`config.mk`:
```
export PLATFORM = sky130hd
export DESIGN_NAME = process_census_load_average
export DESIGN_NICKNAME = d
export VERILOG_FILES = /design/src/pcla_pkg.sv /design/src/process_census_load_average.sv
export SDC_FILE = /design/constraint.sdc
export NUM_CORES = 2
export LEC_CHECK = 0
export BUFFER_PORTS_ARGS = -buffer_cell sky130_fd_sc_hd__buf_2
export CORE_ASPECT_RATIO = 0.9
export CORE_MARGIN = 10
export CORE_UTILIZATION = 40
export DETAILED_ROUTE_END_ITERATION = 8
export HOLD_SLACK_MARGIN = 0.12
export PLACE_DENSITY = 0.66
export SLEW_MARGIN = 20
export SYNTH_ARGS = -nofsm -noshare
export SYNTH_HDL_FRONTEND = slang
export SYNTH_SLANG_ARGS = --single-unit
```
`constraint.sdc`:
```
create_clock -name clk -period 13.85 [get_ports clk]
set_clock_uncertainty 0.15 [all_clocks]
set_input_delay 2.77 -clock clk [delete_from_list [all_inputs] [get_ports clk]]
set_output_delay 2.77 -clock clk [all_outputs]
set_load 0.01 [all_outputs]
```
`src/pcla_pkg.sv`:
```
// ----------------------------------------------------------------------------
// pcla_pkg
// Shared widths, register indexes and field codes for the process census
// and load average block.
// ----------------------------------------------------------------------------
package pcla_pkg;

  localparam int FRAC_BITS = 11;
  localparam int CNT_W     = 11;
  localparam int AVG_W     = 22;
  localparam int COEF_W    = 11;
  localparam int SEL_W     = 7;
  localparam int CFG_W     = 11;
  localparam int CFG_IDX_W = 3;
  localparam int N_AVG     = 3;

  localparam logic [CNT_W-1:0]     MAX_PROCS = CNT_W'(1024);
  localparam logic [COEF_W:0]      SCALE     = (COEF_W+1)'(1 << FRAC_BITS);
  localparam logic [AVG_W-1:0]     AVG_MAX   = {AVG_W{1'b1}};

  typedef enum logic [CFG_IDX_W-1:0] {
    CFG_MAX_SLEEP   = 3'd0,
    CFG_WAIT_PRIO   = 3'd1,
    CFG_COEFF_1MIN  = 3'd2,
    CFG_COEFF_5MIN  = 3'd3,
    CFG_COEFF_15MIN = 3'd4
  } cfg_reg_t;

  typedef enum logic {
    REQ_RECORD = 1'b0,
    REQ_END    = 1'b1
  } req_t;

  typedef enum logic [2:0] {
    PST_NONE     = 3'd0,
    PST_SLEEPING = 3'd1,
    PST_STOPPED  = 3'd2,
    PST_RUNNING  = 3'd3,
    PST_CREATING = 3'd4
  } proc_state_t;

endpackage

```
`src/process_census_load_average.sv`:
```
// ----------------------------------------------------------------------------
// process_census_load_average
// Tallies process records by state and folds the runnable tally into
// 1, 5 and 15 minute exponential load averages on each end-of-sample word.
// ----------------------------------------------------------------------------
//  Channel | Direction | Handshake          | Payload
//  in_     | input     | in_valid/in_ready  | one process record or end marker
//  out_    | output    | out_valid/out_ready| six tallies and three averages
//  cfg_    | input     | cfg_we             | cfg_index, cfg_data
//
// A word passes an input register and, for an end marker, an output register:
// its result follows the end marker into the output register, and one word is
// taken per cycle unless the input stalls. The rate is set by the single decode
// and multiply stage between the two registers; the input stalls only while an
// end marker waits behind a result that has not been taken.
// Synchronous active-low reset clears the tallies, averages and valid flags,
// and restores the default configuration.
// ----------------------------------------------------------------------------
module process_census_load_average (
  input  logic                            clk,
  input  logic                            rst_n,
  input  logic                            in_valid,
  output logic                            in_ready,
  input  logic                            in_req_type,
  input  logic                            in_is_system,
  input  logic [2:0]                      in_proc_state,
  input  logic                            in_in_page_wait,
  input  logic                            in_is_loaded,
  input  logic [pcla_pkg::SEL_W-1:0]      in_priority_req,
  input  logic [pcla_pkg::SEL_W-1:0]      in_sleep_time,
  output logic                            out_valid,
  input  logic                            out_ready,
  output logic [pcla_pkg::CNT_W-1:0]      out_run_count,
  output logic [pcla_pkg::CNT_W-1:0]      out_runq_count,
  output logic [pcla_pkg::CNT_W-1:0]      out_disk_wait_count,
  output logic [pcla_pkg::CNT_W-1:0]      out_page_wait_count,
  output logic [pcla_pkg::CNT_W-1:0]      out_sleep_count,
  output logic [pcla_pkg::CNT_W-1:0]      out_swapped_count,
  output logic [pcla_pkg::AVG_W-1:0]      out_load_1min,
  output logic [pcla_pkg::AVG_W-1:0]      out_load_5min,
  output logic [pcla_pkg::AVG_W-1:0]      out_load_15min,
  input  logic                            cfg_we,
  input  logic [pcla_pkg::CFG_IDX_W-1:0]  cfg_index,
  input  logic [pcla_pkg::CFG_W-1:0]      cfg_data
);

  localparam int CNT_W  = pcla_pkg::CNT_W;
  localparam int AVG_W  = pcla_pkg::AVG_W;
  localparam int COEF_W = pcla_pkg::COEF_W;
  localparam int SEL_W  = pcla_pkg::SEL_W;
  localparam int PROD_W = COEF_W + 1 + AVG_W;
  localparam int TERM_W = CNT_W + COEF_W + 1;
  localparam int SUM_W  = AVG_W + 2;

  function automatic logic [CNT_W-1:0] sat_inc(input logic [CNT_W-1:0] t, input logic en);
    logic [CNT_W-1:0] r;
    r = t;
    if (en && (t < pcla_pkg::MAX_PROCS)) begin
      r = t + CNT_W'(1);
    end
    return r;
  endfunction

  // Configuration registers.
  logic [SEL_W-1:0]  max_sleep_r;
  logic [SEL_W-1:0]  wait_prio_r;
  logic [COEF_W-1:0] coeff_r [pcla_pkg::N_AVG];

  // Input register.
  logic              s1_valid_r;
  logic              s1_req_r;
  logic              s1_sys_r;
  logic [2:0]        s1_state_r;
  logic              s1_page_r;
  logic              s1_loaded_r;
  logic [SEL_W-1:0]  s1_prio_r;
  logic [SEL_W-1:0]  s1_sleep_r;

  // Tallies and averages.
  logic [CNT_W-1:0]  run_r, runq_r, disk_r, page_r, sleep_r, swap_r;
  logic [CNT_W-1:0]  run_nxt, runq_nxt, disk_nxt, page_nxt, sleep_nxt, swap_nxt;
  logic [AVG_W-1:0]  load_r   [pcla_pkg::N_AVG];
  logic [AVG_W-1:0]  load_nxt [pcla_pkg::N_AVG];

  // Output register.
  logic              out_valid_r;
  logic              out_valid_nxt;
  logic [CNT_W-1:0]  o_run_r, o_runq_r, o_disk_r, o_page_r, o_sleep_r, o_swap_r;

  logic in_go, is_rec, is_end, end_go;
  logic sleep_like, run_like, pri_low, active, st_sleep;
  logic inc_run, inc_runq, inc_disk, inc_page, inc_sleep, inc_swap;

  assign in_ready = !is_end || end_go;
  assign in_go    = in_valid && in_ready;
  assign is_rec   = s1_valid_r && (s1_req_r == pcla_pkg::REQ_RECORD) && !s1_sys_r;
  assign is_end   = s1_valid_r && (s1_req_r == pcla_pkg::REQ_END);
  assign end_go   = is_end && (!out_valid_r || out_ready);

  always_comb begin
    st_sleep   = (s1_state_r == pcla_pkg::PST_SLEEPING);
    sleep_like = s1_state_r inside {pcla_pkg::PST_SLEEPING, pcla_pkg::PST_STOPPED};
    run_like   = s1_state_r inside {pcla_pkg::PST_RUNNING, pcla_pkg::PST_CREATING};
    pri_low    = (s1_prio_r <= wait_prio_r);
    active     = (s1_sleep_r < max_sleep_r);

    inc_run   = is_rec && ((st_sleep && pri_low && (s1_sleep_r == '0)) || run_like);
    inc_runq  = is_rec && run_like && s1_loaded_r;
    inc_page  = is_rec && sleep_like && s1_page_r;
    inc_disk  = is_rec && sleep_like && !s1_page_r && s1_loaded_r && pri_low;
    inc_sleep = is_rec && sleep_like && !s1_page_r && s1_loaded_r && !pri_low && active;
    inc_swap  = is_rec && ((sleep_like && !s1_page_r && !s1_loaded_r && active) ||
                           (run_like && !s1_loaded_r));

    if (end_go) begin
      run_nxt   = '0;
      runq_nxt  = '0;
      disk_nxt  = '0;
      page_nxt  = '0;
      sleep_nxt = '0;
      swap_nxt  = '0;
    end else begin
      run_nxt   = sat_inc(run_r,   inc_run);
      runq_nxt  = sat_inc(runq_r,  inc_runq);
      disk_nxt  = sat_inc(disk_r,  inc_disk);
      page_nxt  = sat_inc(page_r,  inc_page);
      sleep_nxt = sat_inc(sleep_r, inc_sleep);
      swap_nxt  = sat_inc(swap_r,  inc_swap);
    end
  end

  // The new average is (c * avg >> F) + n * (2^F - c), saturated.
  always_comb begin
    logic [COEF_W:0]  cc;
    logic [COEF_W:0]  wgt;
    logic [PROD_W-1:0] prod;
    logic [TERM_W-1:0] term;
    logic [SUM_W-1:0]  sum;
    for (int i = 0; i < pcla_pkg::N_AVG; i++) begin
      cc   = {1'b0, coeff_r[i]};
      if (cc > pcla_pkg::SCALE) begin
        cc = pcla_pkg::SCALE;
      end
      wgt  = pcla_pkg::SCALE - cc;
      prod = PROD_W'(cc) * PROD_W'(load_r[i]);
      term = TERM_W'(run_r) * TERM_W'(wgt);
      sum  = SUM_W'(prod >> pcla_pkg::FRAC_BITS) + SUM_W'(term);
      if (sum > SUM_W'(pcla_pkg::AVG_MAX)) begin
        load_nxt[i] = pcla_pkg::AVG_MAX;
      end else begin
        load_nxt[i] = sum[AVG_W-1:0];
      end
    end
  end

  assign out_valid_nxt = end_go || (out_valid_r && !out_ready);

  always_ff @(posedge clk) begin
    if (!rst_n) begin
      max_sleep_r <= SEL_W'(20);
      wait_prio_r <= SEL_W'(25);
      coeff_r[0]  <= COEF_W'(1884);
      coeff_r[1]  <= COEF_W'(2014);
      coeff_r[2]  <= COEF_W'(2036);
    end else if (cfg_we) begin
      case (cfg_index)
        pcla_pkg::CFG_MAX_SLEEP:   max_sleep_r <= cfg_data[SEL_W-1:0];
        pcla_pkg::CFG_WAIT_PRIO:   wait_prio_r <= cfg_data[SEL_W-1:0];
        pcla_pkg::CFG_COEFF_1MIN:  coeff_r[0]  <= cfg_data[COEF_W-1:0];
        pcla_pkg::CFG_COEFF_5MIN:  coeff_r[1]  <= cfg_data[COEF_W-1:0];
        pcla_pkg::CFG_COEFF_15MIN: coeff_r[2]  <= cfg_data[COEF_W-1:0];
        default: ;
      endcase
    end
  end

  always_ff @(posedge clk) begin
    if (!rst_n) begin
      s1_valid_r  <= 1'b0;
      out_valid_r <= 1'b0;
      run_r       <= '0;
      runq_r      <= '0;
      disk_r      <= '0;
      page_r      <= '0;
      sleep_r     <= '0;
      swap_r      <= '0;
      for (int i = 0; i < pcla_pkg::N_AVG; i++) begin
        load_r[i] <= '0;
      end
    end else begin
      s1_valid_r  <= in_go || (is_end && !end_go);
      out_valid_r <= out_valid_nxt;
      run_r       <= run_nxt;
      runq_r      <= runq_nxt;
      disk_r      <= disk_nxt;
      page_r      <= page_nxt;
      sleep_r     <= sleep_nxt;
      swap_r      <= swap_nxt;
      if (end_go) begin
        for (int i = 0; i < pcla_pkg::N_AVG; i++) begin
          load_r[i] <= load_nxt[i];
        end
      end
    end
  end

  always_ff @(posedge clk) begin
    if (in_go) begin
      s1_req_r    <= in_req_type;
      s1_sys_r    <= in_is_system;
      s1_state_r  <= in_proc_state;
      s1_page_r   <= in_in_page_wait;
      s1_loaded_r <= in_is_loaded;
      s1_prio_r   <= in_priority_req;
      s1_sleep_r  <= in_sleep_time;
    end
    if (end_go) begin
      o_run_r   <= run_r;
      o_runq_r  <= runq_r;
      o_disk_r  <= disk_r;
      o_page_r  <= page_r;
      o_sleep_r <= sleep_r;
      o_swap_r  <= swap_r;
    end
  end

  assign out_valid           = out_valid_r;
  assign out_run_count       = o_run_r;
  assign out_runq_count      = o_runq_r;
  assign out_disk_wait_count = o_disk_r;
  assign out_page_wait_count = o_page_r;
  assign out_sleep_count     = o_sleep_r;
  assign out_swapped_count   = o_swap_r;
  assign out_load_1min       = load_r[0];
  assign out_load_5min       = load_r[1];
  assign out_load_15min      = load_r[2];

  a_tally_bound: assert property (@(posedge clk) disable iff (!rst_n)
    (run_r <= pcla_pkg::MAX_PROCS) && (swap_r <= pcla_pkg::MAX_PROCS))
    else $error("tally above the process limit");

  a_end_clears: assert property (@(posedge clk) disable iff (!rst_n)
    end_go |=> (run_r == '0) && (runq_r == '0) && (disk_r == '0) &&
               (page_r == '0) && (sleep_r == '0) && (swap_r == '0))
    else $error("tallies not cleared after an end word");

  a_stall_cause: assert property (@(posedge clk) disable iff (!rst_n)
    !in_ready |-> (is_end && out_valid_r))
    else $error("input stalled without a pending end word");

  a_out_source: assert property (@(posedge clk) disable iff (!rst_n)
    $rose(out_valid_r) |-> $past(end_go))
    else $error("result raised without an end word");

  a_avg_hold: assert property (@(posedge clk) disable iff (!rst_n)
    !end_go |=> $stable(load_r[0]) && $stable(load_r[2]))
    else $error("average changed outside an end word");

endmodule

```
# Word-level counts from Yosys, hierarchy flattened
# Memories as Yosys holds them, arrays and structs flattened.
# Cells that the tools add are included.
# word_totals
wordCells,152
latchBits,0
mem_bits_rw,99
rom_bits,0
n_memories,2
register_bits,169
in_bits,40
# classes
div_mod_pow,0
bitwise,8
mux,28
n_mul,6
eq_ne,8
addsub,12
n_reduce_logical,51
magnitude_cmp,14
n_shift,0
# mem_list
name,words,width,rd,rd_clocked_by_memory_dff,wr,line_no,text
load_r,3,22,3,0,3,process_census_load_average.sv:82,logic [AVG_W-1:0] load_r [pcla_pkg::N_AVG];
coeff_r,3,11,3,0,3,process_census_load_average.sv:67,logic [COEF_W-1:0] coeff_r [pcla_pkg::N_AVG];
# ops
operator,count
22-bit two-way mux,6
12-bit by 22-bit multiplier with 34-bit output,3
23-bit by 23-bit adder with 24-bit output,3
24-bit by 22-bit greater-than comparator with 1-bit output (second input constant),3
11-bit by 12-bit multiplier with 23-bit output,3
11-bit by 1-bit adder with 11-bit output (second input constant),6
11-bit < comparator (second input constant),6
11-bit by 12-bit greater-than comparator with 1-bit output (second input constant),3
12-bit two-way mux,3
12-bit subtractor (first input constant),3
11-bit two-way mux,3
1-bit logical AND,30
1-bit two-way mux,16
3-bit by 2-bit == test with 1-bit output (second input constant),4
1-bit logical NOT,8
7-bit less-or-equal comparator,1
7-bit logical NOT,1
7-bit < comparator,1
3-bit by 1-bit == test with 1-bit output (second input constant),2
3-bit == test (second input constant),2
1-bit logical OR,6
1-bit OR,6
2-bit AND reduction,2
2-bit nonzero test,2
other kinds (3),4

# Longest topological paths before layout
# depth
ltp_word,9
mapped_depth,42

# Least setup slack after synthesis
# No wires, ideal clock.
# synth_path
path_kind,register -> register
from,memory coeff_r[0][6]
to,memory load_r[0][21] (data pin)
path_stages_with_launch,38
arrival_ps,9818
setup_ps,270
path_slack_ps,3612
path_cell_list,edfxtp_1 -> clkbuf_1 -> clkbuf_1 -> nand2_1 -> fa_1 -> inv_1 -> fa_1 -> fa_1 -> fa_1 -> inv_1 -> fa_1 -> inv_1 -> ha_1 -> and3_1 -> nand3_1 -> a2111oi_0 -> nor3_1 -> nor2b_1 -> [... 2 more ...] -> xor2_1 -> fa_1 -> fa_1 -> fa_1 -> fa_1 -> inv_1 -> ha_1 -> a21o_1 -> a21oi_1 -> nor2b_1 -> o41ai_1 -> a31oi_1 -> and4_1 -> or4b_1 -> o311a_1 -> nor3_1 -> buf_2 -> a21oi_1
# synth_rtl
item,line_no
"start, declared",process_census_load_average.sv:67
"end, declared",process_census_load_average.sv:82

==> results.sh <==
export IMPL_clk_pin_slew_ns=0.07
export IMPL_grt_usage=0.174
export IMPL_coreArea_um2=117000
export IMPL_finalWirelength_um=114000
export IMPL_yosysUniqueCellTypes=65
export IMPL_synth_area_leaders="fa_1 (37%), ha_1 (12%), edfxtp_1 (12%), inv_1 (8.7%), nand2_1 (6.9%)"
export IMPL_hold_class="flip-flop to flip-flop"
export IMPL_synth_enable_flop_cells=186
export IMPL_ys_seq_elements=268
export IMPL_dpl_hpwl_um=89700
export IMPL_status="completed"
export IMPL_max_cap_violations=0
export IMPL_finalNetCount=6523
export IMPL_clkSinkCount=268
export IMPL_cts_resized=0
export IMPL_worst_pin_slew_ns=1.13
export IMPL_cp_max_fo=22
export IMPL_die_w_um=382
export IMPL_multi_input_area_um2=35000
export IMPL_holdBufCountCts=0
export IMPL_rsz0062_at_grt="false"
export IMPL_fmax_mhz=89.9
export IMPL_path_class="flip-flop to flip-flop"
export IMPL_place_congestion=0.867
export IMPL_grt_pass1_wl_um=189000
export IMPL_final_util=0.434
export IMPL_required_ns=14.16
export IMPL_cts_setup_buffers=0
export IMPL_grt_pass1_vias=36200
export IMPL_finalSetupTns_ns=0
export IMPL_num_fill_cells=11400
export IMPL_endpoint_kind="flip-flop"
export IMPL_area_growth_pct=7.53
export IMPL_first_pass_iters=6
export IMPL_yosysWarnings=0
export IMPL_clockBufferDepth=3
export IMPL_synthFlopType="edfxtp_1"
export IMPL_crit_arrival_ns=11.42
export IMPL_drt_iter0_drc=1851
export IMPL_dieArea_um2=132000
export IMPL_period_needed_ns=11.12
export IMPL_grt_max_degree=77
export IMPL_via_per_inst=5.02
export IMPL_synth_area_per_cell_um2=9.22
export IMPL_worstSetupStartpoint="load_r[0][4]"
export IMPL_worstPathBufferInverterCount=6
export IMPL_hold_start="wait_prio_r[1]"
export IMPL_path_common_cell="fa_1"
export IMPL_cp_top_family="adder cells"
export IMPL_whs_path_depth=2
export IMPL_cts_tree="done"
export IMPL_pin_count=174
export IMPL_worst_setup_path_start_kind="flip-flop"
export IMPL_r2r_start="load_r[0][4]"
export IMPL_synth_top_area_cell="fa_1"
export IMPL_die_y_um=346
export IMPL_slowest_stage="edfxtp_1"
export IMPL_slew_headroom=0.244
export IMPL_ant_nets=0
export IMPL_htreeDepth=1
export IMPL_dr_total_vias=33900
export IMPL_cts_root_buf="clkbuf_16"
export IMPL_portBuffers=173
export IMPL_start_util=0.404
export IMPL_reg2reg_depth=37
export IMPL_cts_buffers=31
export IMPL_ys_seq_area_frac=0.153
export IMPL_rows=119
export IMPL_grt_overflow_total=0
export IMPL_async_flop_share=0
export IMPL_synthCells=5130
export IMPL_synth_area_um2=47300
export IMPL_hold_viol=0
export IMPL_cp_slowest_stage_delay_ns=0.71
export IMPL_r2r_end="load_r[0][17]"
export IMPL_synth_top_area_frac=0.371
export IMPL_hold_end="wait_prio_r[1]"
export IMPL_wl_per_cell_um=16.9
export IMPL_maxSlewViolCount=0
export IMPL_syn_nets=6503
export IMPL_ff2ff_setup_slack_ns=2.73
export IMPL_regArea_um2=7230
export IMPL_setup_viol=0
export IMPL_drive_above_1_share=0.0622
export IMPL_clk_latency_ns=0.63
export IMPL_drcViolationCount=0
export IMPL_min_period_over_period=0.803
export IMPL_antenna_found_initial=12
==> cell usage after synthesis, drive strengths merged, types with 29 or more instances <==
cell type	count
and2	375
edfxtp	186
a21oi	136
fa	876
nor2	112
inv	1099
xor2	91
nand3	35
nand2	868
xnor2	90
a21o	83
nor3	29
ha	457
o21ai	56
clkbuf	247
dfxtp	82
==> placed cells by master (no fill, tap or decap), drive strengths merged, types with 24 or more instances in the layout <==
cell       n
inv     1103
fa       876
nand2    868
ha       457
and2     375
buf      243
edfxtp   186
a21oi    136
nor2     112
xor2      91
xnor2     90
a21o      83
dfxtp     82
o21ai     56
clkbuf    42
nand3     35
nor3      29
and3      28
nand4     27
nand2b    26
nor2b     24
==> worst max path at each step <==
stage / endpoint / slack, ns / cells after the start
after floorplan: load_r[0][21] / 3.61 / 37
after global placement: load_r[0][18] / 2.92 / 37
after detailed placement: load_r[0][17] / 2.88 / 37
after CTS: load_r[0][17] / 2.83 / 37
after global routing: load_r[0][44] / 2.19 / 36
final: load_r[0][17] / 2.73 / 37
==> worst min-delay path, stage by stage, from the launching register on <==
cell      delay, ns
dfxtp_1        0.31
nand2_1        0.05
a21boi_0       0.06
==> sequential cells by signal, indices dropped and copies added, names as in the netlist, 3 cells and up <==
name and cells:
page_r 11, sleep_r 11, s1_prio_r 7, run_r 11, out_swapped_count 11, s1_sleep_r 7, max_sleep_r 7, runq_r 11
out_sleep_count 11, swap_r 11, out_page_wait_count 11, out_run_count 11, wait_prio_r 7, out_runq_count 11, load_r 66, out_disk_wait_count 11
coeff_r 33, disk_r 11, s1_state_r 3
==> logic make-up (layout without fill, tap and decap cells) <==
family	after synthesis	count (layout)	synth area share
mux	9	9	0.00193
compound gates	393	393	0.0538
fa+ha+maj	1333	1333	0.492
other cells	0	2	0
flops	268	268	0.153
simple gates	1591	1591	0.158
xor+xnor	181	181	0.0335
buf+inv	1355	1400	0.108
==> metrics by stage <==
stage | worst slack [ns] | area (um^2) | std cells | hold slack (ns)
after detailed placement | 2.88 | 49700 | 6688 | 0.305
final | 2.73 | 50800 | 6750 | 0.315
after floorplan | 3.61 | 47300 | 5130 | 0.271
after global placement | 2.92 | 49700 | 6687 | 0.303
after global routing | 2.19 | 50800 | 6750 | 0.338
after CTS | 2.83 | 50800 | 6746 | 0.318
==> cell type report <==
| class | instances | area share |
|---|---|---|
| repair buffers | 243 | 0.0280 |
| well taps | 1573 | 0.0387 |
| clock buffers | 42 | 0.0175 |
| flip-flops and latches | 268 | 0.142 |
| diodes | 2 | 0.0000984 |
| inverters | 1099 | 0.0812 |
| clock inverters | 16 | 0.00389 |
| multi-input cells | 3507 | 0.688 |
==> layer usage <==
metal	track usage	share of wire
met5	0	0.00093
met4	0.0410	0.024
met3	0.0306	0.061
met2	0.298	0.48
met1	0.227	0.43
Power is left out: the tool's default activity adds up to more than one toggle a clock period on the data nets, which glitch-free logic cannot reach.
